$ cat config.mk
export PLATFORM = sky130hd
export DESIGN_NAME = r11g11b10_float_pack_unpack_top
export DESIGN_NICKNAME = d
export VERILOG_FILES = /design/src/r11g11b10_pkg.sv /design/src/r11g11b10_conv.sv /design/src/r11g11b10_float_pack_unpack_top.sv
export SDC_FILE = /design/constraint.sdc
export NUM_CORES = 1
export LEC_CHECK = 0
export BUFFER_PORTS_ARGS = -buffer_cell sky130_fd_sc_hd__buf_2
export CAP_MARGIN = 20
export CORE_MARGIN = 2
export CORE_UTILIZATION = 50
export DETAILED_ROUTE_END_ITERATION = 7
export PLACE_DENSITY_LB_ADDON = 0.25
export SETUP_SLACK_MARGIN = 0.4
export SLEW_MARGIN = 20
export SYNTH_ARGS = -nofsm -noshare
export SYNTH_HDL_FRONTEND = slang
export SYNTH_SLANG_ARGS = --single-unit
$ cat constraint.sdc
create_clock -name clk -period 4.4 [get_ports clk]
set_input_delay 0.44 -clock clk [delete_from_list [all_inputs] [get_ports clk]]
set_output_delay 0.44 -clock clk [all_outputs]
set_load 0.005 [all_outputs]
$ cat src/r11g11b10_pkg.sv
`default_nettype none
// ----------------------------------------------------------------------------
// r11g11b10_pkg
// Shared widths and channel conversion functions between single-precision
// floats and the packed R11G11B10 unsigned float word.
// ----------------------------------------------------------------------------
package r11g11b10_pkg;

	localparam int unsigned FLOAT_W = 32;
	localparam int unsigned ITEM_W  = 4 * FLOAT_W;

	localparam logic [7:0]  MIN_EXP8   = 8'd112;
	localparam logic [7:0]  MAX_EXP8   = 8'd142;
	localparam logic [7:0]  EXP_ALL1_8 = 8'hff;
	localparam logic [4:0]  EXP_ALL1_5 = 5'h1f;
	localparam logic [10:0] SAT_CODE11 = 11'h7bf;
	localparam logic [9:0]  SAT_CODE10 = 10'h3df;

	// float to 11-bit channel: 5-bit exponent, 6-bit mantissa
	function automatic logic [10:0] pack11(input logic [31:0] bits);
		logic [7:0] e;
		logic [7:0] d;
		e = bits[30:23];
		d = e - MIN_EXP8;
		if (bits[31] || (e < MIN_EXP8)) begin
			pack11 = '0;
		end else if (e > MAX_EXP8) begin
			pack11 = SAT_CODE11;
		end else begin
			pack11 = {d[4:0], bits[22:17]};
		end
	endfunction

	// float to 10-bit channel: 5-bit exponent, 5-bit mantissa
	function automatic logic [9:0] pack10(input logic [31:0] bits);
		logic [7:0] e;
		logic [7:0] d;
		e = bits[30:23];
		d = e - MIN_EXP8;
		if (bits[31] || (e < MIN_EXP8)) begin
			pack10 = '0;
		end else if (e > MAX_EXP8) begin
			pack10 = SAT_CODE10;
		end else begin
			pack10 = {d[4:0], bits[22:18]};
		end
	endfunction

	function automatic logic [7:0] rebias(input logic [4:0] x);
		if (x == EXP_ALL1_5) begin
			rebias = EXP_ALL1_8;
		end else begin
			rebias = {3'b000, x} + MIN_EXP8;
		end
	endfunction

	function automatic logic [31:0] unpack11(input logic [10:0] code);
		if (code[10:6] == 5'd0) begin
			unpack11 = '0;
		end else begin
			unpack11 = {1'b0, rebias(code[10:6]), code[5:0], 17'd0};
		end
	endfunction

	function automatic logic [31:0] unpack10(input logic [9:0] code);
		if (code[9:5] == 5'd0) begin
			unpack10 = '0;
		end else begin
			unpack10 = {1'b0, rebias(code[9:5]), code[4:0], 18'd0};
		end
	endfunction

endpackage
`default_nettype wire

$ cat src/r11g11b10_conv.sv
`default_nettype none
// ----------------------------------------------------------------------------
// r11g11b10_conv
// Combinational pack of three floats and unpack of one packed word.
// ----------------------------------------------------------------------------
module r11g11b10_conv (
	input  wire logic [r11g11b10_pkg::ITEM_W-1:0] item,   // red, green, blue, packed_word
	output logic      [r11g11b10_pkg::ITEM_W-1:0] result  // packed, red, green, blue
);

	logic [31:0] red_f;
	logic [31:0] green_f;
	logic [31:0] blue_f;
	logic [31:0] word;

	assign red_f   = item[31:0];
	assign green_f = item[63:32];
	assign blue_f  = item[95:64];
	assign word    = item[127:96];

	assign result[31:0] = {r11g11b10_pkg::pack10(blue_f),
	                       r11g11b10_pkg::pack11(green_f),
	                       r11g11b10_pkg::pack11(red_f)};
	assign result[63:32]   = r11g11b10_pkg::unpack11(word[10:0]);
	assign result[95:64]   = r11g11b10_pkg::unpack11(word[21:11]);
	assign result[127:96]  = r11g11b10_pkg::unpack10(word[31:22]);

endmodule
`default_nettype wire

$ cat src/r11g11b10_float_pack_unpack_top.sv
`default_nettype none
// ----------------------------------------------------------------------------
// r11g11b10_float_pack_unpack_top
// Stream converter between three single-precision channels and R11G11B10.
// ----------------------------------------------------------------------------
// Each transaction is converted in both directions: the three floats are
// packed into one R11G11B10 word and the packed word on the same transaction
// is unpacked into three floats. The block takes one transaction per clock
// while the output side accepts; each result passes the input register, then
// the result register. Throughput is one per cycle, limited only by the result
// register draining when the output side stalls.
module r11g11b10_float_pack_unpack_top (
	input  wire logic         clk,
	input  wire logic         arst_n,
	input  wire logic         s_axis_tvalid,
	output logic              s_axis_tready,
	// red_float, green_float, blue_float, packed_word
	input  wire logic [127:0] s_axis_tdata,
	output logic              m_axis_tvalid,
	input  wire logic         m_axis_tready,
	// packed_result, red_result, green_result, blue_result
	output logic      [127:0] m_axis_tdata
);

	logic                              valid_s1;
	logic [r11g11b10_pkg::ITEM_W-1:0] item_s1;
	logic                              valid_s2;
	logic [r11g11b10_pkg::ITEM_W-1:0] result_s2;
	logic [r11g11b10_pkg::ITEM_W-1:0] result_c;
	logic                              adv1;
	logic                              adv2;

	assign adv2          = !valid_s2 || m_axis_tready;
	assign adv1          = !valid_s1 || adv2;
	assign s_axis_tready = adv1;

	always_ff @(posedge clk or negedge arst_n) begin
		if (!arst_n) begin
			valid_s1 <= 1'b0;
			valid_s2 <= 1'b0;
		end else begin
			if (adv1) begin
				valid_s1 <= s_axis_tvalid;
			end
			if (adv2) begin
				valid_s2 <= valid_s1;
			end
		end
	end

	always_ff @(posedge clk) begin
		if (adv1) begin
			item_s1 <= s_axis_tdata;
		end
		if (adv2) begin
			result_s2 <= result_c;
		end
	end

	r11g11b10_conv u_conv (
		.item   (item_s1),
		.result (result_c)
	);

	assign m_axis_tvalid = valid_s2;
	assign m_axis_tdata  = result_s2;

	// an empty result register never blocks the input side
	a_ready_when_empty: assert property (@(posedge clk) disable iff (!arst_n)
		!valid_s2 |-> s_axis_tready)
		else $error("input stalled with empty result register");

	// an accepted transaction reaches the input register
	a_accept_lands: assert property (@(posedge clk) disable iff (!arst_n)
		(s_axis_tvalid && s_axis_tready) |=> valid_s1)
		else $error("accepted transaction lost");

	// a queued item follows a delivered result at once
	a_refill: assert property (@(posedge clk) disable iff (!arst_n)
		(m_axis_tvalid && m_axis_tready && valid_s1) |=> m_axis_tvalid)
		else $error("pipeline bubble after delivery");

	// packing saturates and never emits an infinity or NaN exponent
	a_no_inf_code: assert property (@(posedge clk) disable iff (!arst_n)
		m_axis_tvalid |-> (m_axis_tdata[10:6] != r11g11b10_pkg::EXP_ALL1_5
			&& m_axis_tdata[21:17] != r11g11b10_pkg::EXP_ALL1_5
			&& m_axis_tdata[31:27] != r11g11b10_pkg::EXP_ALL1_5))
		else $error("packed exponent all ones");

endmodule
`default_nettype wire

==> results of run 1 <==
[cells by family after synthesis]
family          synth area share [%]
other cells                  0.06843
compound gates                 5.000
buf+inv                        9.384
flops                          79.27
simple gates                   6.279
[cells in the final DEF (no fill, tap or decap), drive strengths merged, types with 4 or more instances in the layout]
| cell type | n |
|---|---|
| edfxtp | 143 |
| clkbuf | 19 |
| o21a | 26 |
| buf | 156 |
| nor2b | 6 |
| nand2 | 6 |
| nor2 | 6 |
| bufinv | 4 |
| nor3 | 6 |
| clkinv | 6 |
| and2 | 17 |
| conb | 55 |
[worst min-delay path by stage]
stage,to,slack (ns),cells after the start
2_1_floorplan,m_axis_tvalid,0.14,0
3_3_place_gp,m_axis_tvalid,0.23,1
3_5_place_dp,m_axis_tvalid,0.23,1
4_1_cts,item_s1[50],0.08,1
5_1_grt,item_s1[103],0.07,1
6_report,item_s1[19],0.10,1
[layer usage]
metal | vias to the layer above | wire [um] | track usage (%)
met5 | - | 0 | 0
met4 | 0 | 157 | 7.051
met3 | 15 | 1043 | 7.711
met2 | 174 | 4238 | 24.46
met1 | 1293 | 2897 | 15.29
li1 | 1334 | - | -
[sequential cells by signal (all words and copies together), names as in the netlist]
name	count
m_axis_tdata	67
m_axis_tvalid	1
valid_s1	1
item_s1	76
[area by class of cell]
class,count,share of cell area [%]
clock buffers,19,6.260
clock inverters,12,2.471
multi-input cells,144,12.35
flip-flops and latches,145,64.50
well taps,140,2.601
repair buffers,157,11.81
[power by group]
group          leakage (nW)  internal (W)  switching (W)
Combinational          1.02      0.000104       0.000125
Sequential             1.48       0.00167      0.0000461
Clock                 0.283      0.000910       0.000505
Total                  2.79       0.00269       0.000676
[per-stage QoR]
| step | cells | hold WS (ns) | power (W) |
|---|---|---|---|
| floorplan | 365 | 0.1444 | 0.001898 |
| global placement | 585 | 0.2259 | 0.001968 |
| detailed placement | 585 | 0.2294 | 0.001979 |
| CTS | 617 | 0.08132 | 0.003397 |
| global route | 617 | 0.06861 | 0.003502 |
| finish | 617 | 0.1033 | 0.003363 |
==> impl_metrics.tcl, run 1 <==
set metrics [dict create \
    cts_setup_buffers 0 \
    min_period_ns 2.240 \
    coreArea_um2 10750 \
    fin_util_pct 62.68 \
    multi_input_area_um2 832.0 \
    rr_worst_depth 1 \
    p_leak_nw 2.789 \
    drive_gt1_share_pct 40.67 \
    cts_resized 0 \
    grt_pass1_vias 2594 \
    power.density_nw_per_um2 499.4 \
    num-nets-final 597 \
    timing.rr.start "m_axis_tvalid" \
    worstPathRequired_ns 3.96 \
    startpoint "m_axis_tvalid" \
    place.port_buffers 154 \
    n_antenna_cell 0 \
    clock_skew_ns 0.006545 \
    seqCellArea_um2 4344 \
    syn_avg_cell_area_um2 17.62 \
    tightestPinTransition_ns 0.8838 \
    fp.dieH_um 108.7 \
    cp.arrival_ns 1.80 \
    dieArea_um2 11810 \
    hold_path_class "in -> reg" \
    worst-path-buf-inv 2 \
    crit_cells 3 \
    crit_path_start_kind "flip-flop" \
    final_cell_area_um2 6735 \
    reg2reg_to "m_axis_tdata[122]" \
    vias 2816 \
    core.rowCount 38 \
    slew_violations 0 \
    yosysTopAreaCell "edfxtp_1" \
    ir_drop_v 0.0003000 \
    clk_pin_slew_ns 0.06 \
    dp_hpwl_mm 5.855 \
    ys.flop_type "edfxtp_1" \
    ys_warn_count 0 \
    synth_seq_cells 145 \
    crit_path_max_incr_delay_ns 0.52 \
    async_flop_share_pct 1.379 \
    syn2layout_area_growth_pct 22.90 \
    crit_path_end "s_axis_tready" \
    pre_cts_slack_ns 2.533 \
    synthTopCellsByArea "edfxtp_1 78%, buf_4 8.4%, o21a_1 3.6%, and2_1 1.9%, clkbuf_1 1.0%" \
    clock-sinks 145 \
    r2r_slack_ns 2.91 \
    grt_first_pass_wirelength_mm 12.52 \
    via_per_inst 4.564 \
    max_clock_freq_mhz 446.4 \
    rsz0062_at_grt "false" \
    ys_seq_area_share_pct 79.27 \
    drt_iter0_drc 101 \
    clockRootBuffer "clkbuf_8" \
    pin_count 262 \
    finalCritPeriodShare_pct 50.91 \
    drc 0 \
    yosys-top-cells-count "143 x edfxtp_1, 61 x buf_4, 26 x o21a_1" \
    ys_types 22 \
    syn_inst 311 \
    hp-start "s_axis_tdata[19]" \
    crit_path_cell_trace "nand3b_1 > buf_4 > buf_2" \
    timing.final.ws_setup_ns 2.160 \
    drt_wl_total_mm 8.336 \
    cts_tree "built" \
    cp_top_family "buffers and inverters" \
    cts_buffers 17 \
    clock_latency_ns 0.51 \
    endpoint_kind "output port" \
    setup_violations 0 \
    netlist.area_leader.share_pct 78.36 \
    relSlewSlack_pct 41.05 \
    grt_start_max_net_pins 69 \
    gp_congestion 0.7134 \
    hold_viol 0 \
    grt_antenna_before_repair 0 \
    grt-ovfl-total 0 \
    crit_fanout 52 \
    first_pass_iters 4 \
    placed_area_um2 6137 \
    max_cap_violations 0 \
    cts_hold_buf 1 \
    slowest_stage "buf_4" \
    synthesis.area_um2 5480 \
    wire_per_inst_um 13.51 \
    grt_use_total_pct 14.69 \
    fp.dieW_um 108.7 \
    yosysMostFrequentCell "edfxtp_1" \
    clk_path_buf_depth 2 \
    postRouteAntennaNets 0 \
    fillers 787 \
    synth_edf_count 143 \
    initial_core_util_pct 51.00 \
    path_class "reg -> out" \
    cts_htree_levels 4 \
    setup_tns_ns 0 \
    status "complete, no violations" \
]
Power figures use the tool's default switching activity.
==> run 2, diff against run 1 <==
Settings changed: CORE_UTILIZATION 50 to 42.
Clock period 4.4 ns to 2 ns, I/O delays scaled along.
==> run 2 against run 1 <==
Compared with the run above: count of clock-buffer cells in the layout increased by 2; combinational power rose to 3.0 times the previous value; sequential share of layout area down 7.5 points; highest routed layer unchanged; final cell count increased by 18%; critical endpoint unchanged; utilization is 2.5 points lower; first-iteration DRC count up 39%; non-clock buffer count up 83; wire length rose by 22%; via count rose by 13%.
==> impl_metrics.tcl, run 2 (synthesis gave the netlist of run 1 again) <==
set metrics [dict create \
    hold_viol 0 \
    grt_first_pass_wirelength_mm 15.16 \
    timing.final.ws_setup_ns 0.4659 \
    status "complete, no violations" \
    cts_buffers 17 \
    cts_htree_levels 4 \
    pre_cts_slack_ns 0.6359 \
    syn2layout_area_growth_pct 39.18 \
    layout_commonest_cell "buf_2" \
    drive_gt1_share_pct 35.06 \
    first_pass_iters 6 \
    seq_power_share_pct 50.6 \
    drt_iter0_drc 140 \
    setup_tns_ns 0 \
    drt_wl_total_mm 10.14 \
    core.rowCount 41 \
    n_antenna_cell 0 \
    initial_core_util_pct 43.25 \
    vias 3172 \
    dp_cells 619 \
    slowest_stage "dfrtp_1" \
    cp_top_family "flip-flops" \
    fillers 949 \
    grt-ovfl-total 0 \
    coreArea_um2 12670 \
    rsz0062_at_grt "false" \
    hold_path_class "in -> async" \
    max_clock_freq_mhz 651.8 \
    crit_path_cell_trace "nand3b_1 > buf_12 > buf_2" \
    pin_count 262 \
    final_cell_mix "154 x buf_2, 143 x edfxtp_1, 78 x dlygate4sd3_1, 55 x conb_1, 26 x o21a_1" \
    wire_per_inst_um 13.88 \
    largest_reg_flops 76 \
    clock-sinks 145 \
    dieArea_um2 13980 \
    power.density_nw_per_um2 978.7 \
    grt_antenna_before_repair 0 \
    top_register "item_s1" \
    slew_violations 0 \
    setup_violations 0 \
    p_comb_share_pct 9.1 \
    gp_congestion 0.7169 \
    path_class "reg -> out" \
    place.port_buffers 154 \
    ir_drop_v 0.0006550 \
    via_per_inst 4.339 \
    grt_use_total_pct 14.49 \
    crit_path_start_kind "flip-flop" \
    fp.dieW_um 118.2 \
    worst-path-buf-inv 2 \
    p_leak_nw 3.165 \
    clock_latency_ns 0.41 \
    fp.dieH_um 118.2 \
    num-nets-final 680 \
    max_cap_violations 0 \
    clockRootBuffer "clkbuf_16" \
    cp.arrival_ns 1.33 \
    switchingPower_w 0.001500 \
    fin_cells 731 \
    endpoint_kind "output port" \
    grt_pass1_vias 3145 \
    cts_resized 0 \
    worstPathRequired_ns 1.80 \
    drc 0 \
    min_period_ns 1.534 \
    dp_hpwl_mm 6.093 \
    crit_fanout 15 \
    cts_tree "built" \
    finalCritPeriodShare_pct 76.71 \
    clkPwrFrac_pct 40.3 \
    grt_start_max_net_pins 35 \
    clk_path_buf_depth 2 \
    crit_path_max_incr_delay_ns 0.40 \
    clock_skew_ns 0.005516 \
    swShare_pct 20.09 \
    p_int_w 0.005965 \
    clk_pin_slew_ns 0.05 \
    postRouteAntennaNets 0 \
]
## run 2: cell type report
type	instances	area (um2)	share of cell area [%]
flip-flops and latches	145	4344	56.96
clock buffers	21	440.4	5.774
well taps	172	215.2	2.822
repair buffers	240	1679	22.01
clock inverters	9	116.4	1.526
multi-input cells	144	832.0	10.91
## run 2: through the flow
step           power [W]  hold slack, ns  util, %  area, um2
2_1_floorplan   0.004175        -0.09559        -       5683
3_3_place_gp    0.004356        -0.01430    49.07       6217
3_5_place_dp    0.004369        -0.01297    49.07       6217
4_1_cts         0.007511         0.09942    59.94       7595
5_1_grt         0.007746          0.1245    60.20       7627
6_report        0.007465          0.1282    60.20       7627
## run 2: final timing paths
check | from | to | slack [ns] | cells past startpoint
worst min-delay path | arst_n | m_axis_tvalid | 0.13 | 2
min in group clk | m_axis_tready | m_axis_tdata[54] | 0.38 | 2
worst min register to register | valid_s1 | m_axis_tvalid | 0.47 | 1
worst max register to register | m_axis_tvalid | item_s1[59] | 0.61 | 3
max in group asynchronous | arst_n | valid_s1 | 1.78 | 2
worst max-delay path | m_axis_tvalid | s_axis_tready | 0.47 | 3
## run 2: timing repair
action | in CTS | in global routing
setup buffers | 1 | 1
pin swaps | 1 | 1
hold buffers | 78 | 0
endpoints found under the setup margin | 1 | 1
hold endpoints to repair | 79 | 0
cloned | 1 | 1
## run 2: routing by layer
| layer | track usage [%] | routed length [um] | vias to the layer above |
|---|---|---|---|
| met5 | 0 | 0 | - |
| met4 | 7.831 | 250 | 0 |
| met3 | 5.261 | 892 | 22 |
| met2 | 25.29 | 5204 | 163 |
| met1 | 15.13 | 3795 | 1489 |
| li1 | - | - | 1498 |
## run 2: power groups by stage
| stage | registers, W | clock network, W | logic (W) |
|---|---|---|---|
| 6_report | 0.00378 | 0.00301 | 0.000678 |
| 2_1_floorplan | 0.00386 | 0 | 0.000315 |
| 5_1_grt | 0.00380 | 0.00320 | 0.000745 |
| 3_5_place_dp | 0.00383 | 0 | 0.000535 |
| 4_1_cts | 0.00378 | 0.00306 | 0.000670 |
| 3_3_place_gp | 0.00383 | 0 | 0.000528 |
==> run 3, diff against run 2 <==
Settings changed: ABC_AREA from default to 1.
Clock period 2 ns to 1.33 ns, I/O delays scaled along.
==> run 3 against run 2 <==
Compared with the run above: the flow now finishes with violations (setup timing); non-clock buffer count is 35 higher; design area is 11% higher; clock skew is 0.0016 ns higher; largest cell class unchanged.
==> impl_metrics.tcl, run 3 <==
set metrics [dict create \
    path_class "reg -> out" \
    top_register "item_s1" \
    drive_gt1_share_pct 42.15 \
    cts_buffers 17 \
    cts_htree_levels 4 \
    gp_congestion 0.7056 \
    dp_cells 703 \
    dieArea_um2 14270 \
    fp.dieW_um 119.5 \
    drt_iter0_drc 149 \
    syn2layout_area_growth_pct 51.28 \
    num-nets-final 789 \
    ys_types 21 \
    crit_path_start_kind "flip-flop" \
    coreArea_um2 13140 \
    wire_per_inst_um 13.55 \
    slowest_stage "dfrtp_1" \
    ys.flop_type "edfxtp_1" \
    yosys-top-cells-count "143 x edfxtp_1, 61 x buf_4, 59 x inv_1" \
    endpoint_kind "output port" \
    clock-sinks 145 \
    cts_tree "built" \
    fillers 958 \
    ir_drop_v 0.0008866 \
    netlist.area_leader.share_pct 76.69 \
    synthTopCellsByArea "edfxtp_1 77%, buf_4 8.2%, inv_1 4.0%, nand2_1 3.0%, a21oi_1 2.6%" \
    via_per_inst 4.176 \
    crit_fanout 3 \
    slew_violations 0 \
    layout_commonest_cell "buf_2" \
    synth_seq_cells 145 \
    synthesis.area_um2 5599 \
    drt_wl_total_mm 11.45 \
    grt-ovfl-total 0 \
    final_cell_area_um2 8471 \
    fp.dieH_um 119.5 \
    grt_first_pass_wirelength_mm 16.46 \
    cp_top_family "flip-flops" \
    worstPathRequired_ns 1.20 \
    dp_hpwl_mm 6.534 \
    status "finished with violations" \
    fin_util_pct 64.48 \
    finalCritPeriodShare_pct 100.3 \
    clock_skew_ns 0.007071 \
    clockRootBuffer "clkbuf_16" \
    setup_violations 2 \
    ys_seq_area_share_pct 77.59 \
    setup_tns_ns -0.003707 \
    clock_latency_ns 0.42 \
    syn_inst 387 \
    pin_count 262 \
    violations "setup timing" \
    drc 0 \
    initial_core_util_pct 42.62 \
    timing.rr.start "m_axis_tvalid" \
    yosysMostFrequentCell "edfxtp_1" \
    timing.final.ws_setup_ns -0.003360 \
    first_pass_iters 4 \
    core.rowCount 42 \
    final_cell_mix "148 x buf_2, 143 x edfxtp_1, 78 x dlygate4sd3_1, 57 x inv_1, 55 x conb_1" \
    min_period_ns 1.333 \
    power.density_nw_per_um2 1359 \
    crit_path_cell_trace "nand3_4 > buf_12 > buf_6" \
    cp.arrival_ns 1.20 \
    grt_pass1_vias 3470 \
    synth_edf_count 143 \
    grt_start_max_net_pins 33 \
    postRouteAntennaNets 0 \
    max_cap_violations 0 \
    placed_area_um2 6491 \
    grt_antenna_before_repair 0 \
    vias 3529 \
    rsz0062_at_grt "true" \
    ys_warn_count 0 \
    fin_cells 845 \
    crit_path_max_incr_delay_ns 0.40 \
    p_leak_nw 3.822 \
    syn_avg_cell_area_um2 14.47 \
    n_antenna_cell 0 \
    worst-path-buf-inv 2 \
    hold_viol 0 \
    async_flop_share_pct 1.379 \
    power.total_w 0.01152 \
    startpoint "valid_s1" \
    clk_path_buf_depth 2 \
    largest_reg_flops 76 \
    max_clock_freq_mhz 750.0 \
    hold_path_class "in -> async" \
    clk_pin_slew_ns 0.05 \
    place.port_buffers 154 \
    grt_use_total_pct 15.66 \
    yosysTopAreaCell "edfxtp_1" \
]
## run 3: timing repair
action | CTS | global route
hold buffers | 78 | 0
resized for setup | 30 | 39
gates cloned | 5 | 8
setup buffers | 14 | 6
pin swaps | 8 | 17
setup endpoints to repair | 272 | 272
endpoints found under the hold margin | 79 | 0
## run 3: final cells by class
| cell class | instances | area, um2 | share of cell area (%) |
|---|---|---|---|
| clock inverter | 8 | 88.84 | 1.049 |
| timing repair buffer | 275 | 2218 | 26.19 |
| multi-input combinational | 158 | 924.6 | 10.92 |
| clock buffer | 23 | 447.9 | 5.288 |
| tap | 176 | 220.2 | 2.600 |
| inverter | 60 | 225.2 | 2.659 |
| sequential | 145 | 4345 | 51.30 |
## run 3: where the power goes
part | leakage, nW | switching, W | internal (W)
combinational | 2.08 | 0.000650 | 0.000787
sequential | 1.48 | 0.000166 | 0.00553
clock | 0.258 | 0.00166 | 0.00272
total | 3.82 | 0.00248 | 0.00904
## run 3: path summary, 6_finish.rpt
| path | to | slack [ns] | depth (start not counted) |
|---|---|---|---|
| max in group asynchronous | m_axis_tvalid | 1.19 | 2 |
| worst min-delay path | valid_s1 | 0.03 | 2 |
| worst max register to register | m_axis_tdata[122] | -0.003 | 3 |
| worst max-delay path | s_axis_tready | -0.003 | 3 |
| worst min register to register | m_axis_tdata[88] | 0.48 | 0 |
| min in group clk | m_axis_tvalid | 0.36 | 5 |
## run 3: cells by family after synthesis
kind of cell | share of synthesized area [%]
and+or+nand+nor | 5.005
DFF | 77.59
other | 0.06697
muxes | 0.3576
buffers and inverters | 13.79
AOI/OAI and AO/OA | 3.196
## run 3: worst reg2reg max path, cell delays in order, from the launching register on
cell and delay [ns]:
dfrtp_2 0.43, buf_6 0.13, nand2_4 0.18, bufbuf_16 0.31
## run 3: per-stage QoR
stage	worst slack (ns)	hold WS [ns]
2_1_floorplan	-0.1877	-0.1626
3_3_place_gp	0.08150	-0.08071
3_5_place_dp	0.01435	-0.07607
4_1_cts	0.004166	0.01464
5_1_grt	-0.05081	0.02625
6_report	-0.003360	0.03003
## run 3: layer usage
layer | routed length, um | vias to the layer above | GRT usage, %
met1 | 3989 | 1623 | 15.70
met5 | 0 | - | 0
met2 | 6268 | 172 | 28.14
met4 | 219 | 0 | 6.912
met3 | 972 | 19 | 6.609
li1 | - | 1715 | -
